### src/rtl/tcms_pkg.sv
// Package for the turn count motor sequencer.
// Holds command and phase codes, register indexes, reset values and shared structs.
// No dependencies.
package tcms_pkg;

  localparam int unsigned CfgIdxW  = 3;
  localparam int unsigned CfgDataW = 16;
  localparam int unsigned InDataW  = 16;
  localparam int unsigned OutDataW = 40;

  localparam logic [CfgIdxW-1:0] REG_RESTART_DELAY = 3'd0;
  localparam logic [CfgIdxW-1:0] REG_SAFETY_TOUT   = 3'd1;
  localparam logic [CfgIdxW-1:0] REG_RUN_DUTY      = 3'd2;
  localparam logic [CfgIdxW-1:0] REG_BUSY_BLINK    = 3'd3;
  localparam logic [CfgIdxW-1:0] REG_IDLE_BLINK    = 3'd4;

  localparam logic [15:0] RESTART_DELAY_RST = 16'd1000;
  localparam logic [15:0] SAFETY_TOUT_RST   = 16'd10000;
  localparam logic [6:0]  RUN_DUTY_RST      = 7'd50;
  localparam logic [15:0] BUSY_BLINK_RST    = 16'd500;
  localparam logic [15:0] IDLE_BLINK_RST    = 16'd1000;
  localparam logic [6:0]  DUTY_MAX          = 7'd100;

  typedef enum logic [1:0] {
    CMD_TICK  = 2'd0,
    CMD_FEED  = 2'd1,
    CMD_PULSE = 2'd2,
    CMD_NONE  = 2'd3
  } cmd_e;

  typedef enum logic [1:0] {
    PH_IDLE  = 2'd0,
    PH_RUN   = 2'd1,
    PH_PAUSE = 2'd2
  } phase_e;

  typedef struct packed {
    logic [15:0] restart_delay_ms;
    logic [15:0] safety_timeout_ms;
    logic [6:0]  run_duty;
    logic [15:0] busy_blink_ms;
    logic [15:0] idle_blink_ms;
  } cfg_t;

  // packed from the lowest bit: motor_duty first
  typedef struct packed {
    logic        timeout_pulse;
    logic        done_pulse;
    logic [7:0]  turns_done;
    logic [15:0] led_period_ms;
    logic        sensor_enable;
    logic [6:0]  motor_duty;
  } result_t;

endpackage

### src/rtl/tcms_core.sv
// Sequencer state and single-pass update for one input word.
// Depends on tcms_pkg.
module tcms_core (
  input  logic                  clk_i,
  input  logic                  rst_ni,
  input  logic                  item_valid_i,
  input  tcms_pkg::cmd_e        command_i,
  input  logic [7:0]            turns_requested_i,
  input  tcms_pkg::cfg_t        cfg_i,
  output tcms_pkg::result_t     result_o
);

  tcms_pkg::phase_e phase_q, phase_d;
  logic [7:0]       turn_count_q, turn_count_d;
  logic [7:0]       turn_target_q, turn_target_d;
  logic [15:0]      phase_timer_q, phase_timer_d;
  logic [15:0]      led_period_q, led_period_d;

  logic [15:0] timer_inc;
  logic [7:0]  count_inc;
  logic [6:0]  duty;
  logic        done;
  logic        tout;

  assign timer_inc = (phase_timer_q == 16'hFFFF) ? phase_timer_q : phase_timer_q + 16'd1;
  assign count_inc = (turn_count_q == 8'hFF) ? turn_count_q : turn_count_q + 8'd1;
  assign duty      = (cfg_i.run_duty > tcms_pkg::DUTY_MAX) ? tcms_pkg::DUTY_MAX : cfg_i.run_duty;

  always_comb begin
    phase_d       = phase_q;
    turn_count_d  = turn_count_q;
    turn_target_d = turn_target_q;
    phase_timer_d = phase_timer_q;
    led_period_d  = led_period_q;
    done          = 1'b0;
    tout          = 1'b0;
    case (command_i)
      tcms_pkg::CMD_TICK: begin
        case (phase_q)
          tcms_pkg::PH_RUN: begin
            phase_timer_d = timer_inc;
            if (timer_inc >= cfg_i.safety_timeout_ms) begin
              phase_d       = tcms_pkg::PH_IDLE;
              phase_timer_d = '0;
              led_period_d  = cfg_i.idle_blink_ms;
              tout          = 1'b1;
            end
          end
          tcms_pkg::PH_PAUSE: begin
            phase_timer_d = timer_inc;
            if (timer_inc >= cfg_i.restart_delay_ms) begin
              phase_d       = tcms_pkg::PH_RUN;
              phase_timer_d = '0;
            end
          end
          default: ;
        endcase
      end
      tcms_pkg::CMD_FEED: begin
        turn_target_d = turns_requested_i;
        if (phase_q == tcms_pkg::PH_PAUSE) begin
          phase_d       = tcms_pkg::PH_IDLE;
          phase_timer_d = '0;
        end
        if (turns_requested_i != 8'd0) begin
          led_period_d  = cfg_i.busy_blink_ms;
          phase_d       = tcms_pkg::PH_RUN;
          phase_timer_d = '0;
        end
      end
      tcms_pkg::CMD_PULSE: begin
        if (phase_q == tcms_pkg::PH_RUN) begin
          phase_timer_d = '0;
          if (count_inc >= turn_target_q) begin
            turn_count_d  = '0;
            turn_target_d = '0;
            led_period_d  = cfg_i.idle_blink_ms;
            phase_d       = tcms_pkg::PH_IDLE;
            done          = 1'b1;
          end else begin
            turn_count_d = count_inc;
            phase_d      = tcms_pkg::PH_PAUSE;
          end
        end
      end
      default: ;
    endcase
  end

  always_comb begin
    result_o.motor_duty    = (phase_d == tcms_pkg::PH_RUN) ? duty : 7'd0;
    result_o.sensor_enable = (phase_d == tcms_pkg::PH_RUN);
    result_o.led_period_ms = led_period_d;
    result_o.turns_done    = turn_count_d;
    result_o.done_pulse    = done;
    result_o.timeout_pulse = tout;
  end

  always_ff @(posedge clk_i or negedge rst_ni) begin
    if (!rst_ni) begin
      phase_q       <= tcms_pkg::PH_IDLE;
      turn_count_q  <= '0;
      turn_target_q <= '0;
      phase_timer_q <= '0;
      led_period_q  <= tcms_pkg::IDLE_BLINK_RST;
    end else if (item_valid_i) begin
      phase_q       <= phase_d;
      turn_count_q  <= turn_count_d;
      turn_target_q <= turn_target_d;
      phase_timer_q <= phase_timer_d;
      led_period_q  <= led_period_d;
    end
  end

endmodule

### src/rtl/turn_count_motor_sequencer.sv
// Turn count motor sequencer: top level with config registers and output skid stage.
// Depends on tcms_pkg and tcms_core.
// Each accepted input word yields a result word, registered in the output stage or held in the skid register.
// Throughput: one word per cycle while s_axis_tready is high; the state update is a single pass through tcms_core.
// s_axis_tready drops only while the skid register holds a word behind a stalled output.
// Reset clears sequencer state to idle, LED period to 1000, config to default values.
module turn_count_motor_sequencer (
  input  logic                              clk_i,
  input  logic                              rst_ni,
  input  logic                              s_axis_tvalid,
  output logic                              s_axis_tready,
  // [1:0] command, [9:2] turns_requested, zero fill above
  input  logic [tcms_pkg::InDataW-1:0]      s_axis_tdata,
  output logic                              m_axis_tvalid,
  input  logic                              m_axis_tready,
  // [6:0] motor_duty, [7] sensor_enable, [23:8] led_period_ms, [31:24] turns_done,
  // [32] done_pulse, [33] timeout_pulse, zero fill above
  output logic [tcms_pkg::OutDataW-1:0]     m_axis_tdata,
  input  logic                              cfg_we_i,
  input  logic [tcms_pkg::CfgIdxW-1:0]      cfg_idx_i,
  input  logic [tcms_pkg::CfgDataW-1:0]     cfg_data_i
);

  localparam int unsigned ResW = $bits(tcms_pkg::result_t);

  tcms_pkg::cfg_t    cfg_q;
  tcms_pkg::result_t res;
  tcms_pkg::result_t out_q, out_d, skid_q, skid_d;
  logic              out_valid_q, out_valid_d, skid_valid_q, skid_valid_d;
  logic              accept;

  assign s_axis_tready = !skid_valid_q;
  assign accept        = s_axis_tvalid && s_axis_tready;

  always_ff @(posedge clk_i or negedge rst_ni) begin
    if (!rst_ni) begin
      cfg_q.restart_delay_ms  <= tcms_pkg::RESTART_DELAY_RST;
      cfg_q.safety_timeout_ms <= tcms_pkg::SAFETY_TOUT_RST;
      cfg_q.run_duty          <= tcms_pkg::RUN_DUTY_RST;
      cfg_q.busy_blink_ms     <= tcms_pkg::BUSY_BLINK_RST;
      cfg_q.idle_blink_ms     <= tcms_pkg::IDLE_BLINK_RST;
    end else if (cfg_we_i) begin
      case (cfg_idx_i)
        tcms_pkg::REG_RESTART_DELAY: cfg_q.restart_delay_ms  <= cfg_data_i;
        tcms_pkg::REG_SAFETY_TOUT:   cfg_q.safety_timeout_ms <= cfg_data_i;
        tcms_pkg::REG_RUN_DUTY:      cfg_q.run_duty          <= cfg_data_i[6:0];
        tcms_pkg::REG_BUSY_BLINK:    cfg_q.busy_blink_ms     <= cfg_data_i;
        tcms_pkg::REG_IDLE_BLINK:    cfg_q.idle_blink_ms     <= cfg_data_i;
        default: ;
      endcase
    end
  end

  tcms_core u_core (
    .clk_i             (clk_i),
    .rst_ni            (rst_ni),
    .item_valid_i      (accept),
    .command_i         (tcms_pkg::cmd_e'(s_axis_tdata[1:0])),
    .turns_requested_i (s_axis_tdata[9:2]),
    .cfg_i             (cfg_q),
    .result_o          (res)
  );

  // output register plus skid word
  always_comb begin
    out_d        = out_q;
    skid_d       = skid_q;
    out_valid_d  = out_valid_q;
    skid_valid_d = skid_valid_q;
    if (out_valid_q && !m_axis_tready) begin
      if (accept) begin
        skid_d       = res;
        skid_valid_d = 1'b1;
      end
    end else if (skid_valid_q) begin
      out_d        = skid_q;
      out_valid_d  = 1'b1;
      skid_valid_d = accept;
      if (accept) begin
        skid_d = res;
      end
    end else begin
      out_valid_d = accept;
      if (accept) begin
        out_d = res;
      end
    end
  end

  always_ff @(posedge clk_i or negedge rst_ni) begin
    if (!rst_ni) begin
      out_valid_q  <= 1'b0;
      skid_valid_q <= 1'b0;
    end else begin
      out_valid_q  <= out_valid_d;
      skid_valid_q <= skid_valid_d;
    end
  end

  always_ff @(posedge clk_i) begin
    out_q  <= out_d;
    skid_q <= skid_d;
  end

  assign m_axis_tvalid = out_valid_q;
  assign m_axis_tdata  = {{(tcms_pkg::OutDataW - ResW){1'b0}}, out_q};

endmodule

### config.mk
export PLATFORM = sky130hd
export DESIGN_NAME = turn_count_motor_sequencer
export DESIGN_NICKNAME = d
export VERILOG_FILES = /design/src/rtl/tcms_pkg.sv /design/src/rtl/tcms_core.sv /design/src/rtl/turn_count_motor_sequencer.sv
export SDC_FILE = /design/constraint.sdc
export NUM_CORES = 1
export LEC_CHECK = 0
export BUFFER_PORTS_ARGS = -buffer_cell sky130_fd_sc_hd__buf_2
export CORE_MARGIN = 1
export CORE_UTILIZATION = 45
export CTS_CLUSTER_DIAMETER = 40
export CTS_CLUSTER_SIZE = 28
export DETAILED_ROUTE_END_ITERATION = 10
export HOLD_SLACK_MARGIN = 0.05
export PLACE_DENSITY = 0.65
export SYNTH_ARGS = -nofsm -noshare
export SYNTH_HDL_FRONTEND = slang
export SYNTH_SLANG_ARGS = --single-unit
export TNS_END_PERCENT = 30
### constraint.sdc
create_clock -name clk_i -period 4.2 [get_ports clk_i]
set_input_delay 0.21 -clock clk_i [delete_from_list [all_inputs] [get_ports clk_i]]
set_output_delay 0.21 -clock clk_i [all_outputs]
set_load 0.02 [all_outputs]
=== Yosys cells after proc, flatten, opt, wreduce, memory -nomap -nowiden ===
Cells that the tools add are included.

* Register bits after elaboration: 191
* Word-level logic and storage cells: 112
* Bits of input ports: 40
* Output and inout bits: 42

* $add $sub $neg: 2
* Bitwise logic cells: 1
* Muxes and demuxes: 46
* Magnitude comparators: 4
* Reduce and logical (&&, ||, !) cells: 19
* Equality and inequality tests: 16

{| class="wikitable"
|+ Operator list
! kind !! number
|-
| $mux 16 || 11
|-
| $mux 34 || 5
|-
| $pmux 16 s3 || 2
|-
| $mux 8 || 6
|-
| $ge 16x16->1 || 2
|-
| $pmux 16 s2 || 1
|-
| $add 16x1->16 const B || 1
|-
| $eq 16x16->1 const B || 1
|-
| $pmux 8 s2 || 1
|-
| $mux 7 || 2
|-
| $mux 2 || 6
|-
| $reduce_and 2->1 || 6
|-
| $mux 1 || 10
|-
| $add 8x1->8 const B || 1
|-
| $eq 8x8->1 const B || 1
|-
| $ge 8x8->1 || 1
|-
| $reduce_bool 8->1 || 1
|-
| $gt 7x7->1 const B || 1
|-
| $eq 2x1->1 const B || 3
|-
| $eq 3x2->1 const B || 2
|-
| $ne 3x1->1 const B || 2
|-
| $pmux 2 s3 || 1
|-
| $reduce_bool 2->1 || 3
|-
| $reduce_and 5->1 || 1
|-
| other kinds (13) || 17
|}

=== Depth between registers and ports, before layout ===
Gate-level depths: netlist of the first run.

* Word-level depth: 11
* Depth in mapped cells: 17
* Mapped depth without buffers: 15

=== Modules after synthesis ===
Synthesis of the first run repeated with hierarchy kept, for this count alone.

* Cells, all modules: 824
* Area total of the unflattened synthesis: 10204.8 µm²

{| class="wikitable"
|+ Modules (own cells, without submodules)
! module !! instances !! area each (µm²) !! cells an instance !! seq. area each (µm²)
|-
| turn_count_motor_sequencer || 1 || 5342.6 || 277 || 3901.2
|-
| tcms_core || 1 || 4862.2 || 547 || 1258.7
|}

=== Worst setup path before layout of the first run ===
OpenSTA, ideal clock, no wires.

* Path type: reg2reg
* Start: reg u_core.phase_timer_q[0]
* End: reg u_core.led_period_q[10]
* Arrival time: 4330 ps
* Cell stages (with the launch flop): 18
* Period minus slack after synthesis: 4461 ps
* Slack: -261 ps
* Path buffers: 2
* Library setup time: 132 ps
* Required time: 4068 ps
* Path through: dfrtp_1 ha_1 nand4_1 nor4_1 nor3b_1 and3_1 nor2b_1 or2_2 ha_1 and4_1 nand2_1 or4_1 and3_1 a221o_1 or2_1 buf_6 buf_6 o2bb2ai_1

* Word-level cells in the longest chain between the ends: 6
* Elaborated cells between the ends (all ways): 7
* Classes of those cells: add/sub: 1; order compare: 1; eq/ne: 1; mux: 4

{| class="wikitable"
|+ Ends and longest elaborated chain
! element !! line !! source
|-
| start, declared || tcms_core.sv:16 || <nowiki>logic [15:0] phase_timer_q, phase_timer_d;</nowiki>
|-
| start signal, assigned || tcms_core.sv:110 || <nowiki>phase_timer_q <= phase_timer_d;</nowiki>
|-
| $add 16x1->16 / $eq 16x16->1 (equally long branches) || tcms_core.sv:25 || <nowiki>assign timer_inc = (phase_timer_q == 16'hFFFF) ? phase_timer_q : phase_timer_q + 16'd1;</nowiki>
|-
| $mux 16 * || tcms_core.sv:25 ||
|-
| $ge 16x16->1 * || tcms_core.sv:42 || <nowiki>if (timer_inc >= cfg_i.safety_timeout_ms) begin</nowiki>
|-
| $mux 16 * || tcms_core.sv:42 ||
|-
| $mux 16 * || tcms_core.sv:39 || <nowiki>case (phase_q)</nowiki>
|-
| $pmux 16 s3 * || tcms_core.sv:37 || <nowiki>case (command_i)</nowiki>
|-
| end signal, assigned || tcms_core.sv:105 || <nowiki>led_period_q <= tcms_pkg::IDLE_BLINK_RST;</nowiki>
|-
| end signal, assigned || tcms_core.sv:111 || <nowiki>led_period_q <= led_period_d;</nowiki>
|-
| end, declared || tcms_core.sv:17 || <nowiki>logic [15:0] led_period_q, led_period_d;</nowiki>
|}

Every way passes the cells marked *; elsewhere a longest branch is shown, timed or not.
A chain may end at the register's enable or synchronous reset.

=== Final worst setup path of the first run ===
* Start: reg u_core.phase_timer_q[0]
* End: reg out_q, in the netlist m_axis_tdata[10], data pin

* Word-level cells in the longest chain between the ends: 8
* Elaborated cells between the ends (all ways): 9
* Classes of those cells: add/sub: 1; order compare: 1; eq/ne: 1; mux: 6

{| class="wikitable"
|+ Ends and longest elaborated chain
! element !! line !! source
|-
| $add 16x1->16 / $eq 16x16->1 (equally long branches) || tcms_core.sv:25 ||
|-
| $mux 16 * || tcms_core.sv:25 ||
|-
| $ge 16x16->1 * || tcms_core.sv:42 ||
|-
| $mux 16 * || tcms_core.sv:42 ||
|-
| $mux 16 * || tcms_core.sv:39 ||
|-
| $pmux 16 s3 * || tcms_core.sv:37 ||
|-
| $mux 34 * || turn_count_motor_sequencer.sv:84 || <nowiki>if (accept) begin</nowiki>
|-
| $mux 34 * || turn_count_motor_sequencer.sv:75 || <nowiki>end else if (skid_valid_q) begin</nowiki>
|-
| end signal, assigned || turn_count_motor_sequencer.sv:101 || <nowiki>out_q <= out_d;</nowiki>
|-
| end, declared || turn_count_motor_sequencer.sv:28 || <nowiki>tcms_pkg::result_t out_q, out_d, skid_q, skid_d;</nowiki>
|}

Every way passes the cells marked *; elsewhere a longest branch is shown, timed or not. The select of a mux whose other input is x is not followed.

==> results of run 1 <==
==> tightest hold or removal path: cells and delay by family <==
kind	cells	cell delay [ps]
AO/OA/AOI/OAI	1	60
buffers and inverters	1	130
AND/OR/NAND/NOR	1	60
==> per-layer routing <==
layer	vias up	track usage [%]	share of wire [%]
li1	3516	-	-
met1	3455	30.1	49
met2	147	32.3	46
met3	30	3.58	3.7
met4	0	6.22	1.6
met5	-	0	0
==> cell families after synthesis <==
group | after synthesis
AOI/OAI and AO/OA | 203
xor gates and xnor gates | 12
adders and majority gates | 50
buffers and inverters | 96
DFF | 191
muxes | 62
other | 1
and+or+nand+nor | 292
==> repair_timing <==
item | CTS | global route
resized for setup | 6 | 35
pin swaps | 0 | 14
setup endpoints to repair | 31 | 64
hold endpoints to repair | 62 | 0
hold buffers | 15 | 0
gates cloned | 0 | 3
setup buffers | 0 | 4
==> area by class of cell <==
cell class              count  area [µm²]  area share [%]
well taps                 275         344            2.95
inverters                  48         180            1.54
clock buffers              19         443            3.79
clock inverters            13         131            1.12
repair buffers            145        1000            8.59
multi-input cells         626        4420            37.8
flip-flops and latches    191        5160            44.2
==> power breakdown <==
group          switching, µW  internal, µW  leakage, µW
sequential               207          2350      0.00214
clock                    733           848     0.000281
combinational            755           596      0.00266
==> state kept, by name, indices dropped and copies added, names as in the netlist <==
name	cells
m_axis_tdata	34
skid_valid_q	1
u_core.phase_q	2
u_core.turn_count_q	8
u_core.turn_target_q	8
skid_q	34
m_axis_tvalid	1
u_core.phase_timer_q	16
u_core.led_period_q	16
cfg_q	71
==> placed cells by master, fill, tap and decap left out, types with 5 or more instances in the layout <==
cell type,netlist,layout
sky130_fd_sc_hd__o2bb2ai_1,16,16
sky130_fd_sc_hd__nor2b_1,10,9
sky130_fd_sc_hd__nand2_1,153,153
sky130_fd_sc_hd__o21ai_0,60,59
sky130_fd_sc_hd__or2_2,6,5
sky130_fd_sc_hd__ha_1,50,48
sky130_fd_sc_hd__buf_4,6,59
sky130_fd_sc_hd__dlygate4sd3_1,0,15
sky130_fd_sc_hd__a22o_1,25,25
sky130_fd_sc_hd__nor2_1,28,26
sky130_fd_sc_hd__clkbuf_16,0,19
sky130_fd_sc_hd__o21a_1,6,6
sky130_fd_sc_hd__conb_1,1,6
sky130_fd_sc_hd__and2_1,7,7
sky130_fd_sc_hd__edfxtp_1,68,68
sky130_fd_sc_hd__nor3_1,8,7
sky130_fd_sc_hd__nand4_1,9,9
sky130_fd_sc_hd__buf_2,3,68
sky130_fd_sc_hd__inv_1,48,48
sky130_fd_sc_hd__xnor2_1,8,6
sky130_fd_sc_hd__and3_1,8,7
sky130_fd_sc_hd__a31oi_1,9,7
sky130_fd_sc_hd__mux2_2,61,61
sky130_fd_sc_hd__dfrtp_1,91,91
sky130_fd_sc_hd__a21oi_1,25,25
sky130_fd_sc_hd__a22oi_2,0,14
sky130_fd_sc_hd__nand3_1,32,31
sky130_fd_sc_hd__dfstp_2,32,32
sky130_fd_sc_hd__o211ai_1,17,17
==> stage by stage <==
stage	cells	utilization [%]	area (µm²)	setup TNS, ps	hold slack, ps
2_1_floorplan	912	-	9770	0	-85.6
3_3_place_gp	1263	50.7	10700	0	387
3_5_place_dp	1263	50.7	10700	-1050	381
4_1_cts	1310	54.2	11400	-24.9	54.1
5_1_grt	1317	55.4	11700	-119	80.9
6_report	1317	55.4	11700	0	71.7
==> how the worst max path moves through the flow <==
stage                                  startpoint                      end  slack (ps)  cells after the start
final                     u_core.phase_timer_q[0]         m_axis_tdata[10]         120                     17
after CTS                 u_core.phase_timer_q[9]         m_axis_tdata[10]         -20                     15
after detailed placement  u_core.phase_timer_q[0]         m_axis_tdata[10]         -80                     16
after global routing      u_core.phase_timer_q[0]         m_axis_tdata[10]         -30                     17
after floorplan           u_core.phase_timer_q[0]  u_core.led_period_q[10]          30                     17
after global placement    u_core.phase_timer_q[9]  u_core.led_period_q[15]           1                     13
==> results.json, run 1 <==
{
  "status": "completed",
  "port_buffers": 69,
  "largest_net_degree_at_the_start_of_global_routing": 70,
  "postSynthAreaPerCell_um2": 10.7,
  "grt_pass1_wl_um": 36100,
  "total_power_uw": 5490,
  "cts_tree": "built",
  "dr.first_iter.drc_count": 306,
  "power.density_mw_per_mm2": 470,
  "synthTopCellsByArea": "sky130_fd_sc_hd__dfrtp_1 23%, sky130_fd_sc_hd__edfxtp_1 21%, sky130_fd_sc_hd__dfstp_2 8.6%, sky130_fd_sc_hd__mux2_2 7.1%, sky130_fd_sc_hd__ha_1 6.4%",
  "vias": 7148,
  "syn2layout_area_growth_pct": 20.0,
  "cts_htree_levels": 4,
  "detail_route.vias_per_cell": 5.43,
  "ctsLongestPathBuffers": 2,
  "hold_depth": 3,
  "clkTransAtPathRegs_ps": 70,
  "finish.net_count": 1119,
  "n_fill_cell": 1872,
  "synth_xor_area_share_pct": 1.08,
  "hold-path-endpoint": "cfg_q[68]",
  "initial_core_util_pct": 46.2,
  "fp-row-count": 53,
  "yosys.area_share.simple_pct": 14.0,
  "critical_path_arrival_ps": 4230,
  "synthFlopType": "sky130_fd_sc_hd__dfrtp_1",
  "r2r-start": "u_core.phase_timer_q[0]",
  "timing.final.crit_period_ps": 4080,
  "worst-slew-pin-transition_ps": 1150,
  "max_freq_mhz": 245,
  "synth_enable_flop_cells": 68,
  "worst_supply_voltage_drop_on_vdd_v": 0.000302,
  "setup.worst_path.class": "reg -> reg",
  "postSynthCellCount": 907,
  "post_synth_mux_area_share_pct": 7.16,
  "worst_rel_slew_slack_pct": 23.2,
  "critical-path-slowest-cell": "sky130_fd_sc_hd__or4_4",
  "synth-warning-count": 0,
  "synth.cell_area_mm2": 0.00974,
  "synth_commonest_cells": "153 x sky130_fd_sc_hd__nand2_1, 91 x sky130_fd_sc_hd__dfrtp_1, 68 x sky130_fd_sc_hd__edfxtp_1, 61 x sky130_fd_sc_hd__mux2_2, 60 x sky130_fd_sc_hd__o21ai_0",
  "yosysMostFrequentCell": "sky130_fd_sc_hd__nand2_1",
  "drt_drc_violations_left": 0,
  "place_worst_setup_slack_ps": -75.5,
  "timing.critical_path.buf_inv": 4,
  "pin_count": 82,
  "cpLargestDelayFamily": "simple AND/OR/NAND/NOR gates",
  "synth_top_area_share_pct": 23.4,
  "clockRootBuffer": "sky130_fd_sc_hd__clkbuf_16",
  "ys_seq_elements": 191,
  "globalplace.congestion": 0.836,
  "hold_path_startpoint": "cfg_data_i[13]",
  "synth_compound_gate_area_share_pct": 14.1,
  "layout_worst_path_cycle_share_pct": 97.1,
  "fin_worst_skew_ps": 13.8,
  "timing_max_transition_violations_final": 0,
  "timing.critical_path.to_type": "register",
  "wire_per_inst_um": 17.1,
  "post_route_cells_drive_above_1_share_pct": 28.6,
  "grt.total_usage_pct": 21.0,
  "core_area_mm2": 0.0211,
  "final-hold-violation-count": 0,
  "dp.final_hpwl_um": 15800,
  "cp_max_fo": 8,
  "antenna-diode-count": 0,
  "routed_wirelength_um": 22500,
  "timing.final.ws_setup_ps": 122,
  "insertion_delay_ps": 430,
  "synth.largest_area_cell": "sky130_fd_sc_hd__dfrtp_1",
  "numCtsBuffers": 17,
  "die_h_um": 149,
  "die_w_um": 149,
  "startpoint_type": "register",
  "overflow": 0,
  "required_ps": 4350,
  "drt.antenna.violating_nets": 0,
  "timing.rr.end": "m_axis_tdata[10]",
  "r2r_cells": 17,
  "yosys.area_share.adder_pct": 6.43,
  "synth_top_family_by_area": "compound AO/OA/AOI/OAI gates",
  "regToRegSetupSlack_ps": 120,
  "power.static_leakage_uw": 0.00508,
  "drt-pass1-iter-count": 5,
  "timing.max_cap.violations": 0,
  "numClockSinks": 191,
  "ys_seq_area_share_pct": 53.0,
  "synth.lib_cells_used.distinct": 61,
  "worst_path_cell_chain": "ha_2 > nand4_1 > nor4_4 > buf_4 > nor2_1 > buf_4 > nand3_2 > xnor2_2 > buf_4 > ha_1 > nand4_1 > or4_4 > and3_4 > a221o_2 > buf_12 > nand3_1 > o211ai_1",
  "min-delay-path-class": "in -> reg",
  "setup_viol": 0,
  "die_area_mm2": 0.0222,
  "number_of_global_route_vias_before_repair": 6857,
  "cp_slowest_stage_delay_ps": 580,
  "critPathMostFrequentCell": "sky130_fd_sc_hd__buf_4",
  "antenna_found_initial": 0,
  "synth-async-reset-ratio_pct": 64.4
}
Power figures use the tool's default switching activity.
==> inputs of run 2 (changes only) <==
--- a/config.mk
+++ b/config.mk
@@ -12,7 +12,7 @@
 export CTS_CLUSTER_SIZE = 28
 export DETAILED_ROUTE_END_ITERATION = 10
 export HOLD_SLACK_MARGIN = 0.05
-export PLACE_DENSITY = 0.65
+export PLACE_DENSITY = 0.63
 export SYNTH_ARGS = -nofsm -noshare
 export SYNTH_HDL_FRONTEND = slang
 export SYNTH_SLANG_ARGS = --single-unit
==> constraint.sdc (replaced) <==
create_clock -name clk_i -period 5 [get_ports clk_i]
set_input_delay 0.25 -clock clk_i [delete_from_list [all_inputs] [get_ports clk_i]]
set_output_delay 0.25 -clock clk_i [all_outputs]
set_load 0.02 [all_outputs]
==> run 2 against run 1 <==
Sequential cell count unchanged; clock-buffer cell count fell by 2; wire length down 6.3%; critical path type unchanged; sequential power is 16% lower; design area shrank 5.8%; critical path depth unchanged; final cell count decreased by 4.3%; combinational power is 24% lower; global-route usage fell by 0.66 points; clock power shrank 15%; core utilization down 3.2 points; setup slack improved by 210 ps; largest cell class unchanged.
==> results.json, run 2 (synthesis results as in run 1) <==
{
  "status": "completed",
  "min-delay-path-class": "in -> reg",
  "fin_worst_skew_ps": 12.4,
  "drt-pass1-iter-count": 5,
  "drt_drc_violations_left": 0,
  "setup_viol": 0,
  "number_of_global_route_vias_before_repair": 6476,
  "power.static_leakage_uw": 0.00474,
  "cp_max_fo": 14,
  "timing.max_cap.violations": 0,
  "wire_per_inst_um": 16.7,
  "syn2layout_area_growth_pct": 13.0,
  "worst_rel_slew_slack_pct": 28.9,
  "cts_htree_levels": 4,
  "die_w_um": 149,
  "initial_core_util_pct": 46.2,
  "post-cts-setup-buffer-count": 0,
  "clkTransAtPathRegs_ps": 70,
  "worst-slew-pin-transition_ps": 1070,
  "critical_path_arrival_ps": 4850,
  "startpoint_type": "register",
  "clockRootBuffer": "sky130_fd_sc_hd__clkbuf_16",
  "power.density_mw_per_mm2": 409,
  "numClockSinks": 191,
  "max_freq_mhz": 214,
  "worst_supply_voltage_drop_on_vdd_v": 0.000256,
  "dp.final_hpwl_um": 15000,
  "timing.critical_path.buf_inv": 2,
  "mostFrequentLayoutCell": "sky130_fd_sc_hd__nand2_1",
  "hold_slack_ps": 64.1,
  "cpLargestDelayFamily": "simple AND/OR/NAND/NOR gates",
  "timing_max_transition_violations_final": 0,
  "required_ps": 5180,
  "finish.net_count": 1062,
  "drt.antenna.violating_nets": 0,
  "dr.first_iter.drc_count": 407,
  "worstSetupStartpoint": "u_core.phase_timer_q[0]",
  "layout_worst_path_cycle_share_pct": 93.4,
  "ctsLongestPathBuffers": 2,
  "worst_path_cell_chain": "ha_1 > nand4_1 > nor4_2 > buf_4 > nor2_1 > nand3_1 > nor2_1 > xor2_1 > ha_1 > and4_1 > nand2_1 > or4_1 > and3_1 > a221oi_1 > nor3_1 > buf_4 > mux2_2",
  "globalplace.congestion": 0.834,
  "vias": 6842,
  "core_area_mm2": 0.0211,
  "grt.total_usage_pct": 20.3,
  "antenna-diode-count": 0,
  "grt_setup_unrepaired": "no",
  "timing.final.crit_period_ps": 4670,
  "cts_tree": "built",
  "pin_count": 82,
  "antenna_found_initial": 0,
  "post_route_cells_drive_above_1_share_pct": 22.4,
  "port_buffers": 69,
  "r2r-start": "u_core.phase_timer_q[0]",
  "hold_path_startpoint": "s_axis_tdata[5]",
  "layout_common_cells": "153 x sky130_fd_sc_hd__nand2_1, 91 x sky130_fd_sc_hd__dfrtp_1, 68 x sky130_fd_sc_hd__buf_2, 68 x sky130_fd_sc_hd__edfxtp_1, 61 x sky130_fd_sc_hd__mux2_2",
  "grt_pass1_wl_um": 34900,
  "overflow": 0,
  "largest_register_ff_count": 71,
  "die_area_mm2": 0.0222,
  "totalNegativeSetupSlack_ps": 0,
  "routed_wirelength_um": 21000,
  "insertion_delay_ps": 440,
  "final-hold-violation-count": 0,
  "fp-row-count": 53,
  "numCtsBuffers": 17,
  "detail_route.vias_per_cell": 5.43,
  "top_register": "cfg_q",
  "post-route-util_pct": 52.2,
  "timing.critical_path.to_type": "register",
  "die_h_um": 149,
  "largest_net_degree_at_the_start_of_global_routing": 76,
  "critical-path-slowest-cell": "sky130_fd_sc_hd__or4_1",
  "setup.worst_path.class": "reg -> reg",
  "cp_slowest_stage_delay_ps": 610
}
[run 2: cell count changes in the layout (fill, tap and decap cells not counted), sizes merged]
cell,before,now
clkinvlp,1,0
or2,8,7
buf,128,83
inv,53,56
dlygate4sd3,15,6
clkbuf,21,17
[run 2: through the flow]
step	instances	setup WS, ps	power, µW	instance area, µm²
4_1_cts	1260	351	4540	11000
3_3_place_gp	1222	458	3160	10400
2_1_floorplan	912	539	2880	9750
6_report	1260	330	4500	11000
5_1_grt	1260	13.7	4780	11000
3_5_place_dp	1222	379	3190	10400
[run 2: area by class of cell]
cell class | instances | area, µm²
clock inverter | 15 | 151
tap | 275 | 344
inverter | 48 | 180
fill | 1927 | 10100
timing repair buffer | 89 | 513
multi-input combinational | 625 | 4230
clock buffer | 17 | 425
sequential | 191 | 5160
[run 2: worst paths after layout]
| path | slack [ps] | depth (start not counted) | end |
|---|---|---|---|
| hold / removal | 60 | 2 | u_core.turn_target_q[3] |
| setup / recovery | 330 | 17 | m_axis_tdata[7] |
| setup reg to reg | 330 | 17 | m_axis_tdata[7] |
| hold reg to reg | 510 | 1 | u_core.led_period_q[5] |
| min in group asynchronous | 390 | 2 | u_core.phase_timer_q[1] |
| max in group asynchronous | 3220 | 3 | cfg_q[17] |
[run 2: metal layers]
metal / track usage [%] / up-vias / wire length [µm]
li1: - / 3405 / -
met1: 30.2 / 3285 / 10700
met2: 30.7 / 133 / 9490
met3: 3.18 / 19 / 712
met4: 5.31 / 0 / 192
met5: 0 / - / 0
[run 2: repair_timing]
item	in CTS	in global routing
resized for setup	0	1
hold buffers	6	0
hold endpoints to repair	47	0
setup endpoints to repair	0	1
[run 2: report_power, final]
part / total (µW) / switching (µW) / internal [µW]
clock network: 1340 / 633 / 704
logic: 1020 / 586 / 434
registers: 2150 / 177 / 1970
